$ cat src/rtl/core/cfltsu_store.sv
// volume store: one write port, one registered read port
// no dependencies
`default_nettype none

module cfltsu_store #(
    parameter int DEPTH = 64,
    parameter int AW    = 6
) (
    input  wire logic          clk,
    input  wire logic          wr_en,
    input  wire logic [AW-1:0] wr_addr,
    input  wire logic [31:0]   wr_data,
    input  wire logic [AW-1:0] rd_addr,
    output logic [31:0]        rd_data
);

    logic [31:0] mem [DEPTH];

    always_ff @(posedge clk)
    begin
        if (wr_en)
        begin
            mem[wr_addr] <= wr_data;
        end
        rd_data <= mem[rd_addr];
    end

endmodule

`default_nettype wire

$ cat config.mk
export PLATFORM = sky130hd
export DESIGN_NAME = cfltsu_store
export DESIGN_NICKNAME = d
export VERILOG_FILES = /design/src/rtl/core/cfltsu_store.sv
export SDC_FILE = /design/constraint.sdc
export NUM_CORES = 2
export LEC_CHECK = 0
export BUFFER_PORTS_ARGS = -buffer_cell sky130_fd_sc_hd__buf_2
export CAP_MARGIN = 20
export CORE_UTILIZATION = 49
export CTS_CLUSTER_SIZE = 28
export DETAILED_ROUTE_END_ITERATION = 6
export PLACE_DENSITY_LB_ADDON = 0.08
export SLEW_MARGIN = 20
export SYNTH_ARGS = -nofsm -noshare
export SYNTH_HDL_FRONTEND = slang
export SYNTH_SLANG_ARGS = --single-unit
export TNS_END_PERCENT = 20
$ cat constraint.sdc
create_clock -name clk -period 3.6 [get_ports clk]
set_input_delay 0.18 -clock clk [delete_from_list [all_inputs] [get_ports clk]]
set_output_delay 0.18 -clock clk [all_outputs]
set_load 0.02 [all_outputs]
-- Word-level counts from Yosys, hierarchy flattened
Memories as Yosys holds them, arrays and structs flattened. A register that Yosys moved wholly into a read port is not among the register bits.
Cells that the tools add are included.
- bits in registers: 0
- bits in writable memories: 2048
- bits of input ports: 46
- logic and storage cells: 3
- memories: 1
- memories (memory ; words ; width ; read ports ; clocked after Yosys merged registers in ; write ports ; RTL line ; text):
    mem ; 64 ; 32 ; 1 ; 1 ; 1 ; 17 ; logic [31:0] mem [DEPTH];
- mux-type cells: 2
- operators by type and width (kind ; number):
    2-to-1 mux 1 bit ; 2

-- Longest topological paths before layout
- depth after elaboration: 2
- gate-level depth with buffers: 10

-- Least setup slack after synthesis
Ideal clock, no wire load.
- path kind: input to register
- from: input port wr_addr[3]
- to: memory mem[48][0] (enable)
- setup time: 461 ps
- arrival: 2879 ps
- required time: 3139 ps
- path slack: 260 ps
- cell stages on the path: 4
- path buffers: 1
- cells stage by stage: clkbuf_1 nor2b_1 nand4b_1 nor3_1
- RTL lines (what ; RTL line ; text):
    start: declaration ; 11 ; input wire logic [AW-1:0] wr_addr,
    end: declaration ; 17 ;
No word-level cell before the write port.

==> results.ini <==
[die]
fp.dieW_um = 402
fp.coreArea_um2 = 159000
row_count = 146
dieArea_um2 = 162000
ioPinCount = 78
start_util_pct = 49.5
die_h_um = 402

[setup_path]
critPathMaxFanout = 54
r2r_start = mem[37][4]
worst_ep_arrival_time_ps = 3390
critPathLaunchType = primary input
worstPathRequired_ps = 4230
worstSetupPathType = in2reg
worstSetupEndpointType = flip-flop
setup.worst_path.start = rd_addr[0]

[sta]
relSlewSlack_pct = 17.9
period_share_pct = 76.6
maxSlewViolCount = 0
setup_viol = 0
hold_viol = 0
fin_ws_ps = 842
timing.hold.ws_ps = 63.7
finalSetupTns_ps = 0
worstMarginPinSlew_ps = 1230
fin_skew_ps = 30.8
min_period_ps = 2760
rsz0062_at_grt = false
max_freq_mhz = 363

[placed_design]
dp_cells = 5507
dp_hpwl_mm = 125
place_ws_ps = 86.0
place_area_um2 = 83100
gp_congestion = 0.871
portBuffers = 77

[final_layout]
layout-drive-gt1-share_pct = 31.2
fin_area_um2 = 90000
area_growth_pct = 14.6
nNetsFinal = 3713
stdcell_count = 5920

[clock_tree]
post_cts_buffers = 0
cts_sinks = 2080
clk_root_buffer_cell = clkbuf_16
tritoncts = yes
cts_buffers = 204
htree_num_levels = 4
clk_pin_slew_ps = 60
ctsResizeCount = 0
clk_path_buf_depth = 3
clk_latency_ps = 820

[power]
pwr-share-comb_pct = 5.4
p_per_area_nw_per_um2 = 564
internal-power_uw = 39900
cellLeakagePower_uw = 0.0282
p_sw_uw = 10800
pwr-share-clk_pct = 41.5
p_seq_share_pct = 53.1
swShare_pct = 21.4
vdd_drop_max_uv = 454

[routing]
via_count = 37300
viasPerCell = 6.30
wire_per_inst_um = 35.9
wirelength_mm = 213
final_antenna_net_count = 0
drt_iter0_markers = 4502
drc_errors = 0
drtPass1Iterations = 5

[synth]
yosysWarningCount = 0
synth_fa_ha_area_share_pct = 0
synth_ff_type = edfxtp_1
synth_top_family_by_area = multiplexers
synth_simple_gate_area_share_pct = 1.27
synthTopCellsByArea = edfxtp_1 (78%), mux4_2 (16%), mux2i_1 (1.2%)
synth_top_area_share_pct = 78.3
async_reset_ff_share_pct = 0
synth-seq-area-share_pct = 79.1
yosysUniqueCellTypes = 34
synth_fp_nets = 3370
ys_seq_elements = 2080
synth_xor_area_share_pct = 0
synth_common_cells = edfxtp_1 (2048), mux4_2 (544), nor2_1 (137)
netlist_instances = 3324
yosysTopAreaCell = edfxtp_1
netlist_area_um2 = 78500
synth_compound_area_share_pct = 1.67
synth-edff-count = 2048
syn_avg_cell_area_um2 = 23.6
synthMostInstantiatedCell = edfxtp_1
synthMuxAreaShare_pct = 16.8

[hold_path]
hp-start = wr_en
hold_path.class = in2reg

[flow_run]
cap_violations = 0

[global_routing]
grt.overflow.total = 0
grt_pass1_vias = 37900
grt_pass1_wl_mm = 295
antenna_found_initial = 22
grtUsageTotal_pct = 26.6
grt_max_degree = 86

[outcome]
status = finished, final reports clean

-- power groups by stage --
| stage | Combinational [uW] | Sequential (uW) | Clock, uW |
|---|---|---|---|
| after detailed placement | 2730 | 27500 | 0 |
| final | 2730 | 27000 | 21100 |
| after CTS | 2750 | 27000 | 21400 |
| after floorplan | 1300 | 27400 | 0 |
| after global routing | 2860 | 27000 | 22300 |
| after global placement | 2680 | 27500 | 0 |
-- logic make-up (layout without fill, tap and decap cells) --
logic type | Yosys count | in the layout
buffers and inverters | 182 | 699
flip-flops | 2080 | 2080
multiplexers | 637 | 637
AND/OR/NAND/NOR | 223 | 223
AO/OA/AOI/OAI | 202 | 202
other | 0 | 7
-- path summary, 6_finish.rpt --
check                     end  slack, ps  depth (start not counted)
setup / recovery  rd_data[28]        840                          7
hold / removal    mem[63][20]         60                          3
hold reg to reg    rd_data[4]        790                          4
setup reg to reg   rd_data[4]       1030                          6
-- registers in the layout (all words and copies together) (netlist names) --
| signal | count |
|---|---|
| rd_data | 32 |
| mem | 2048 |
-- critical path, cell delays in order --
cell and delay [ps]:
buf_8 320, buf_12 280, buf_12 410, mux4_2 560, mux4_2 510, o22ai_1 700
nor2_1 260
-- cells in the final DEF, fill, tap and decap left out, types with 4 or more instances in the layout --
| cell | n |
|---|---|
| a41o_1 | 4 |
| clkbuf_16 | 207 |
| a21oi_1 | 62 |
| a22oi_1 | 12 |
| nor2_1 | 75 |
| nor3_1 | 5 |
| mux4_2 | 544 |
| clkinv_8 | 4 |
| dfxtp_1 | 32 |
| edfxtp_1 | 2048 |
| dlygate4sd3_1 | 25 |
| nand3b_1 | 5 |
| a311oi_1 | 8 |
| buf_4 | 196 |
| clkbuf_1 | 45 |
| nand3_1 | 5 |
| clkbuf_8 | 13 |
| clkinv_1 | 42 |
| nand2b_1 | 8 |
| clkinv_2 | 39 |
| o22ai_1 | 84 |
| nor2b_1 | 15 |
| o32ai_1 | 4 |
| buf_12 | 28 |
| and3_1 | 4 |
| o221ai_1 | 27 |
| nand2_1 | 26 |
| mux2i_1 | 93 |
| nor2_4 | 62 |
| inv_6 | 5 |
| diode_2 | 7 |
| bufinv_16 | 18 |
| buf_2 | 67 |
-- final cells by class --
type | instances | area, um^2
well taps | 2072 | 2590
multi-input cells | 1062 | 16000
clock inverters | 115 | 1090
fillers | 11500 | 68700
repair buffers | 319 | 2660
clock buffers | 265 | 5530
diodes | 7 | 17.5
flip-flops and latches | 2080 | 62100
-- routing by layer --
layer | part of all wire [%] | routed length [um] | global-route usage (%) | vias up
met5 | 0.035 | 74 | 0 | -
met4 | 1.8 | 3880 | 5.40 | 14
met3 | 8.2 | 17300 | 5.18 | 242
met2 | 50 | 105000 | 43.6 | 1562
met1 | 40 | 86000 | 37.6 | 20500
li1 | - | - | - | 15000
-- metrics by stage --
step | util, % | power (uW)
6_report | 56.7 | 50700
5_1_grt | 56.7 | 52100
4_1_cts | 56.6 | 51100
3_5_place_dp | 52.3 | 30200
3_3_place_gp | 52.3 | 30100
2_1_floorplan | - | 28700
-- timing repair --
item                                    4_1_cts  5_1_grt
hold buffers                                 19        6
hold endpoints to repair                    498      248
endpoints found under the setup margin        0        0
Power figures use the tool's default switching activity.
