File: config.mk
export PLATFORM = sky130hd
export DESIGN_NAME = cfltsu_div
export DESIGN_NICKNAME = d
export VERILOG_FILES = /design/src/rtl/core/cfltsu_pkg.sv /design/src/rtl/core/cfltsu_div.sv
export SDC_FILE = /design/constraint.sdc
export NUM_CORES = 1
export LEC_CHECK = 0
export ABC_CLOCK_PERIOD_IN_PS = 3400
export BUFFER_PORTS_ARGS = -buffer_cell sky130_fd_sc_hd__buf_4
export CAP_MARGIN = 5
export CELL_PAD_IN_SITES_DETAIL_PLACEMENT = 0
export CELL_PAD_IN_SITES_GLOBAL_PLACEMENT = 1
export CORE_ASPECT_RATIO = 1.25
export CORE_MARGIN = 4
export CORE_UTILIZATION = 42
export DETAILED_ROUTE_END_ITERATION = 16
export PLACE_DENSITY_LB_ADDON = 0.1
export SLEW_MARGIN = 20
export SYNTH_ARGS = -nofsm -noshare
export SYNTH_HDL_FRONTEND = slang
export SYNTH_SLANG_ARGS = --single-unit
export TNS_END_PERCENT = 20
File: constraint.sdc
create_clock -name clk -period 3.4 [get_ports clk]
set_input_delay 0.17 -clock clk [delete_from_list [all_inputs] [get_ports clk]]
set_output_delay 0.17 -clock clk [all_outputs]
set_load 0.02 [all_outputs]
File: src/rtl/core/cfltsu_pkg.sv
// shared types and constants for the cfl time step / update coefficient block
// no dependencies
`default_nettype none

package cfltsu_pkg;

    localparam logic [31:0] SAT32   = 32'hFFFF_FFFF;
    localparam int          PADDR_W = 5;

    // register indexes on the configuration port
    typedef enum logic [2:0] {
        REG_TIME_ACCURATE = 3'd0,
        REG_CFL           = 3'd1,
        REG_CURRENT_TIME  = 3'd2,
        REG_TIME_STEP     = 3'd3,
        REG_END_TIME      = 3'd4
    } reg_idx_t;

    localparam logic [31:0] CFL_RESET = 32'h0001_0000;

    typedef struct packed {
        logic        start;
        logic [63:0] num;
        logic [31:0] den;
    } div_req_t;

    typedef struct packed {
        logic        done;
        logic [31:0] quo;
        logic        sat;
    } div_rsp_t;

endpackage

`default_nettype wire

File: src/rtl/core/cfltsu_div.sv
// radix-2 restoring divider, 64-bit dividend by 32-bit divisor, saturating
// depends on cfltsu_pkg
`default_nettype none

module cfltsu_div (
    input  wire logic                 clk,
    input  wire logic                 rst_n,
    input  wire cfltsu_pkg::div_req_t req,
    output cfltsu_pkg::div_rsp_t      rsp
);
    import cfltsu_pkg::*;

    typedef enum logic {D_IDLE, D_RUN} dstate_t;

    dstate_t     state_reg, state_next;
    logic [4:0]  cnt_reg, cnt_next;
    logic [31:0] rem_reg, rem_next;
    logic [31:0] quo_reg, quo_next;
    logic        done_reg, done_next;
    logic        sat_reg, sat_next;
    logic [32:0] trial;
    logic        fits;

    always_comb
    begin
        state_next = state_reg;
        cnt_next   = cnt_reg;
        rem_next   = rem_reg;
        quo_next   = quo_reg;
        done_next  = 1'b0;
        sat_next   = sat_reg;
        trial      = {rem_reg, quo_reg[31]};
        fits       = (trial >= {1'b0, req.den});
        unique case (state_reg)
            D_IDLE:
            begin
                if (req.start)
                begin
                    // zero divisor or quotient beyond 32 bits saturates
                    if (req.den == 32'd0 || req.num[63:32] >= req.den)
                    begin
                        quo_next  = SAT32;
                        sat_next  = 1'b1;
                        done_next = 1'b1;
                    end
                    else
                    begin
                        rem_next   = req.num[63:32];
                        quo_next   = req.num[31:0];
                        sat_next   = 1'b0;
                        cnt_next   = 5'd0;
                        state_next = D_RUN;
                    end
                end
            end
            D_RUN:
            begin
                rem_next = fits ? 32'(trial - {1'b0, req.den}) : trial[31:0];
                quo_next = {quo_reg[30:0], fits};
                cnt_next = cnt_reg + 5'd1;
                if (cnt_reg == 5'd31)
                begin
                    done_next  = 1'b1;
                    state_next = D_IDLE;
                end
            end
            default: state_next = D_IDLE;
        endcase
    end

    always_ff @(posedge clk or negedge rst_n)
    begin
        if (!rst_n)
        begin
            state_reg <= D_IDLE;
            done_reg  <= 1'b0;
            cnt_reg   <= 5'd0;
            sat_reg   <= 1'b0;
        end
        else
        begin
            state_reg <= state_next;
            done_reg  <= done_next;
            cnt_reg   <= cnt_next;
            sat_reg   <= sat_next;
        end
    end

    always_ff @(posedge clk)
    begin
        rem_reg <= rem_next;
        quo_reg <= quo_next;
    end

    assign rsp.done = done_reg;
    assign rsp.quo  = quo_reg;
    assign rsp.sat  = sat_reg;

endmodule

`default_nettype wire

Yosys cells after proc, flatten, opt, wreduce, memory -nomap -nowiden
Cells that the tools add are included.
{ "totals": {"reg_bits": 72, "inputBits": 99, "output_inout_bits": 34, "wordCells": 36} }
{ "op_classes": {"n_addsub": 2, "magnitude_cmp": 2, "eq_ne": 3, "muxes": 18, "n_bitwise": 1, "n_reduce_logical": 4} }
{ "op_table": {"columns": ["operator", "n"], "rows": [
  ["32-bit two-way mux", 5],
  ["32-bit one-hot mux with 2 select lines", 2],
  ["33-bit by 32-bit >= comparator with 1-bit output", 1],
  ["32-bit >= comparator", 1],
  ["32-bit zero test", 1],
  ["32-bit subtractor", 1],
  ["5-bit two-way mux", 2],
  ["5-bit one-hot mux with 2 select lines", 1],
  ["1-bit two-way mux", 6],
  ["5-bit by 1-bit adder with 5-bit output, second input constant", 1],
  ["5-bit equality test, second input constant", 1],
  ["2-bit inequality test, second input constant", 2],
  ["1-bit one-hot mux with 2 select lines", 2],
  ["2-bit AND reduction", 2],
  ["1-bit logical OR", 1],
  ["1-bit inverter", 1]
]} }

Depth between registers and ports, before layout
{ "logic_depth": {"ltp_word": 5, "depth_mapped": 14, "depth_no_buf": 13} }

Worst setup path after synthesis
No wires, ideal clock.
{ "synth_timing": {"path_type": "register to register", "from": "register quo_reg[31]", "to": "register rem_reg[12], data pin", "setup_time_ns": 0.270, "t_arrival_ns": 2.785, "required_time_ns": 3.130, "path_slack_ns": 0.345, "path_stages_with_launch": 14, "n_path_buf": 0, "synth_period_minus_slack_ns": 3.055, "cell_sequence": "edfxtp_1 inv_1 ha_1 inv_1 fa_1 a21oi_1 nor2_1 or2_2 a2111oi_0 o41ai_1 a31oi_1 xnor2_1 mux2i_1 a21oi_1"} }
{ "synth_via": {"elab_chain_cells": 3, "elab_cells_between_ends": 4} }
{ "synth_rtl": {"columns": ["element", "line", "rtl"], "rows": [
  ["from (decl)", "cfltsu_div.sv:18", "logic [31:0] quo_reg, quo_next;"],
  ["from (signal assigned)", "cfltsu_div.sv:92", "quo_reg <= quo_next;"],
  ["32-bit subtractor or 33-bit by 32-bit >= comparator with 1-bit output (tied branches)", "cfltsu_div.sv:58, cfltsu_div.sv:33", null],
  ["32-bit two-way mux *", "cfltsu_div.sv:58", "rem_next = fits ? 32'(trial - {1'b0, req.den}) : trial[31:0];"],
  ["32-bit one-hot mux with 2 select lines *", "cfltsu_div.sv:34", "unique case (state_reg)"],
  ["named net rem_next[12]", "cfltsu_div.sv:17", "logic [31:0] rem_reg, rem_next;"],
  ["to (signal assigned)", "cfltsu_div.sv:91", "rem_reg <= rem_next;"],
  ["to (decl)", "cfltsu_div.sv:17", null]
]} }
The timed path passes the listed nets; every way through them passes the cells marked *.
A chain may end at the register's enable or synchronous reset.

Worst setup path after layout
{ "layout_timing": {"from": "register rem_reg[10]", "to": "register rem_reg[0], data pin"} }
{ "layout_via": {"elab_chain_cells": 3} }
{ "layout_rtl": {"columns": ["element", "line", "rtl"], "rows": [
  ["33-bit by 32-bit >= comparator with 1-bit output", "cfltsu_div.sv:33", "fits = (trial >= {1'b0, req.den});"],
  ["32-bit two-way mux", "cfltsu_div.sv:58", null],
  ["32-bit one-hot mux with 2 select lines", "cfltsu_div.sv:34", null],
  ["named net rem_next[0]", "cfltsu_div.sv:17", null]
]} }
The timed path passes the listed nets, and every way through them passes these cells.

==> flow_summary.ini <==
[power_and_ir_drop]
power_frac_seq = 0.271
p_switching_mw = 3.04
power.share.combinational = 0.585
peakVddDrop_mv = 0.494
p_int_mw = 4.35
clkPwrFrac = 0.144
p_per_area_nw_per_um2 = 972
p_leak_nw = 3.55
switching_share = 0.411

[sta]
finalCriticalPeriod_ps = 3190
rsz0062_at_grt = no
final-hold-violation-count = 0
setup-tns-final_ps = 0
fin_crit_sh = 0.938
setup_slack_ps = 211
slew_headroom = 0.498
fmax_mhz = 314
skew_ps = 7.11
drv_slew = 0
worst_slew_pin_slew_ps = 754
final-setup-viol-count = 0

[logic_synthesis]
synth_nets = 812
yosysMostFrequentCell = nor2_1
netlist_top_cells_area = edfxtp_1 (32%), ha_1 (14%), nor2_1 (5.9%)
ys_warn_count = 0
yosysUniqueCellTypes = 63
postSynthAreaPerCell_um2 = 9.40
syn_inst = 646
synth-edff-count = 64
ys.flop_type = edfxtp_1
yosysTopAreaCellShare = 0.316
synth_commonest_cells = nor2_1 (96), ha_1 (66), edfxtp_1 (64), a21oi_1 (63), inv_1 (44)
synthArstFlopShare = 0.111
yosysSeqAreaShare = 0.349
yosys.area.top_type = edfxtp_1
syn_area_um2 = 6070
ys_ff_latch = 72

[detailed_routing]
wl_um = 16600
drt_iter0_drc = 216
ant_nets = 0
drc_errors = 0
dr.pass1.iters = 4
vias = 5289
wl_met1_um = 6960
avgViaCountPerCell = 5.56
wl_met2_um = 8440
route.met3.wl_um = 873
top_layer = met4
wl_per_cell_um = 17.5

[worst_setup_path]
r2r_end = rem_reg[0]
r2r_start = rem_reg[10]
ff2ff_setup_slack_ps = 210
start_kind = flop
critPathCaptureType = flop
cp.required_ps = 3590
reg2regPathDepth = 11
arrival_ps = 3380
crit_type = flop to flop
cp_max_fo = 15

[run]
max_cap_viol_count = 0

[floorplanning]
design.portCount = 133
core_um2 = 14000
fp.dieW_um = 116
die_area_um2 = 16500
rows = 48
die_h_um = 142
start_util = 0.434

[layout]
num_antenna_cells = 0
multi_input_area_um2 = 3630
area_delta_synth_final_pct = 25.3
final-seq-area_um2 = 2130
n_fill_cell = 1322
final_layout_size_suffix_gt1_frac = 0.233
design_area_um2 = 7610
nets = 937

[global_route]
antenna_found_initial = 0
grt_max_degree = 68
grt_pass1_wl_um = 27200
grt_pass1_vias = 5546
overflow = 0
grtUsageTotal = 0.207

[hold_path]
holdPathEnd = quo_reg[0]
whs_path_depth = 3
hold_class = input pin to flop
min-delay-start = req[32]

[cts]
cts_made_buffers = 9
tritoncts = yes
cts.reportedPaths.clkPinSlew_ps = 60
cts_max_level = 3
cts.sinks = 72
clockRootBuffer = clkbuf_16
clk_path_buf_depth = 2
clk-insertion-delay-late_ps = 340

[place]
gp_congestion = 0.834
pre_cts_slack_ps = -35.4
portBuffers = 132
placed_area_um2 = 7230
dp_hpwl_um = 13000

[run_status]
status = finished clean
how the worst max path moves through the flow:
stage	from	depth (start not counted)	to
3_3_place_gp	quo_reg[31]	14	rem_reg[28]
2_1_floorplan	quo_reg[31]	13	rem_reg[12]
3_5_place_dp	quo_reg[31]	14	rem_reg[28]
6_report	rem_reg[10]	11	rem_reg[0]
5_1_grt	quo_reg[31]	14	rem_reg[20]
4_1_cts	quo_reg[31]	14	rem_reg[28]
routing by layer:
metal / track usage / up-vias
li1: - / 2654
met3: 0.0451 / 24
met5: 0 / -
met2: 0.359 / 118
met4: 0.0723 / 0
met1: 0.251 / 2493
through the flow:
stage	std cells	power, mW	hold WS [ps]	util
after global placement	933	6.22	-10.5	0.516
after global routing	951	7.98	120	0.544
final	951	7.40	145	0.544
after CTS	950	7.40	121	0.541
after floorplan	646	5.21	-126	-
after detailed placement	933	6.28	-9.42	0.516
power by group through the flow:
stage	Combinational, mW	Clock, mW	Sequential [mW]
after floorplan	3.14	0	2.07
after global placement	4.21	0	2.02
after detailed placement	4.27	0	2.01
after CTS	4.29	1.09	2.01
after global routing	4.78	1.13	2.07
final	4.33	1.06	2.01
cells by family (layout without fill, tap and decap cells):
| group | count (synthesis) | count (layout) | synth area share |
|---|---|---|---|
| buf+inv | 78 | 208 | 0.0599 |
| xor+xnor | 31 | 31 | 0.0447 |
| flops | 72 | 72 | 0.349 |
| simple gates | 179 | 179 | 0.138 |
| fa+ha+maj | 67 | 67 | 0.139 |
| mux | 34 | 34 | 0.0562 |
| compound gates | 185 | 185 | 0.212 |
critical path: stages, from the launching register on:
cell and delay (ps):
edfxtp_1 390, ha_1 410, and4_1 270, nand2_1 70
or3_4 390, o31ai_4 290, a211oi_2 140, o211ai_2 150
o31a_2 250, buf_12 190, mux2_2 340, a21oi_1 140
cell usage in the layout, fill, tap and decap left out, types with 10 or more instances in the layout:
master     instances
xnor2_1           21
a21oi_1           62
nor2_1            96
mux2i_1           33
nand4_1           17
xor2_1            10
buf_4            143
edfxtp_1          64
o21ai_0           14
ha_1              66
nand2_1           18
inv_1             44
a21o_1            27
a2bb2oi_1         31
area by class of cell:
| type | instances | area share |
|---|---|---|
| repair buffers | 147 | 0.150 |
| multi-input cells | 496 | 0.477 |
| clock buffers | 9 | 0.0296 |
| flip-flops and latches | 72 | 0.279 |
| well taps | 175 | 0.0288 |
| inverters | 45 | 0.0222 |
| clock inverters | 7 | 0.0133 |
timing repair:
item / 4_1_cts / 5_1_grt
endpoints found under the setup margin: 2 / 5
gates resized for setup: 1 / 8
buffers inserted: 0 / 1
pin swaps: 0 / 1
hold buffers: 1 / 0
endpoints found under the hold margin: 8 / 0
Power figures use the tool's default switching activity.
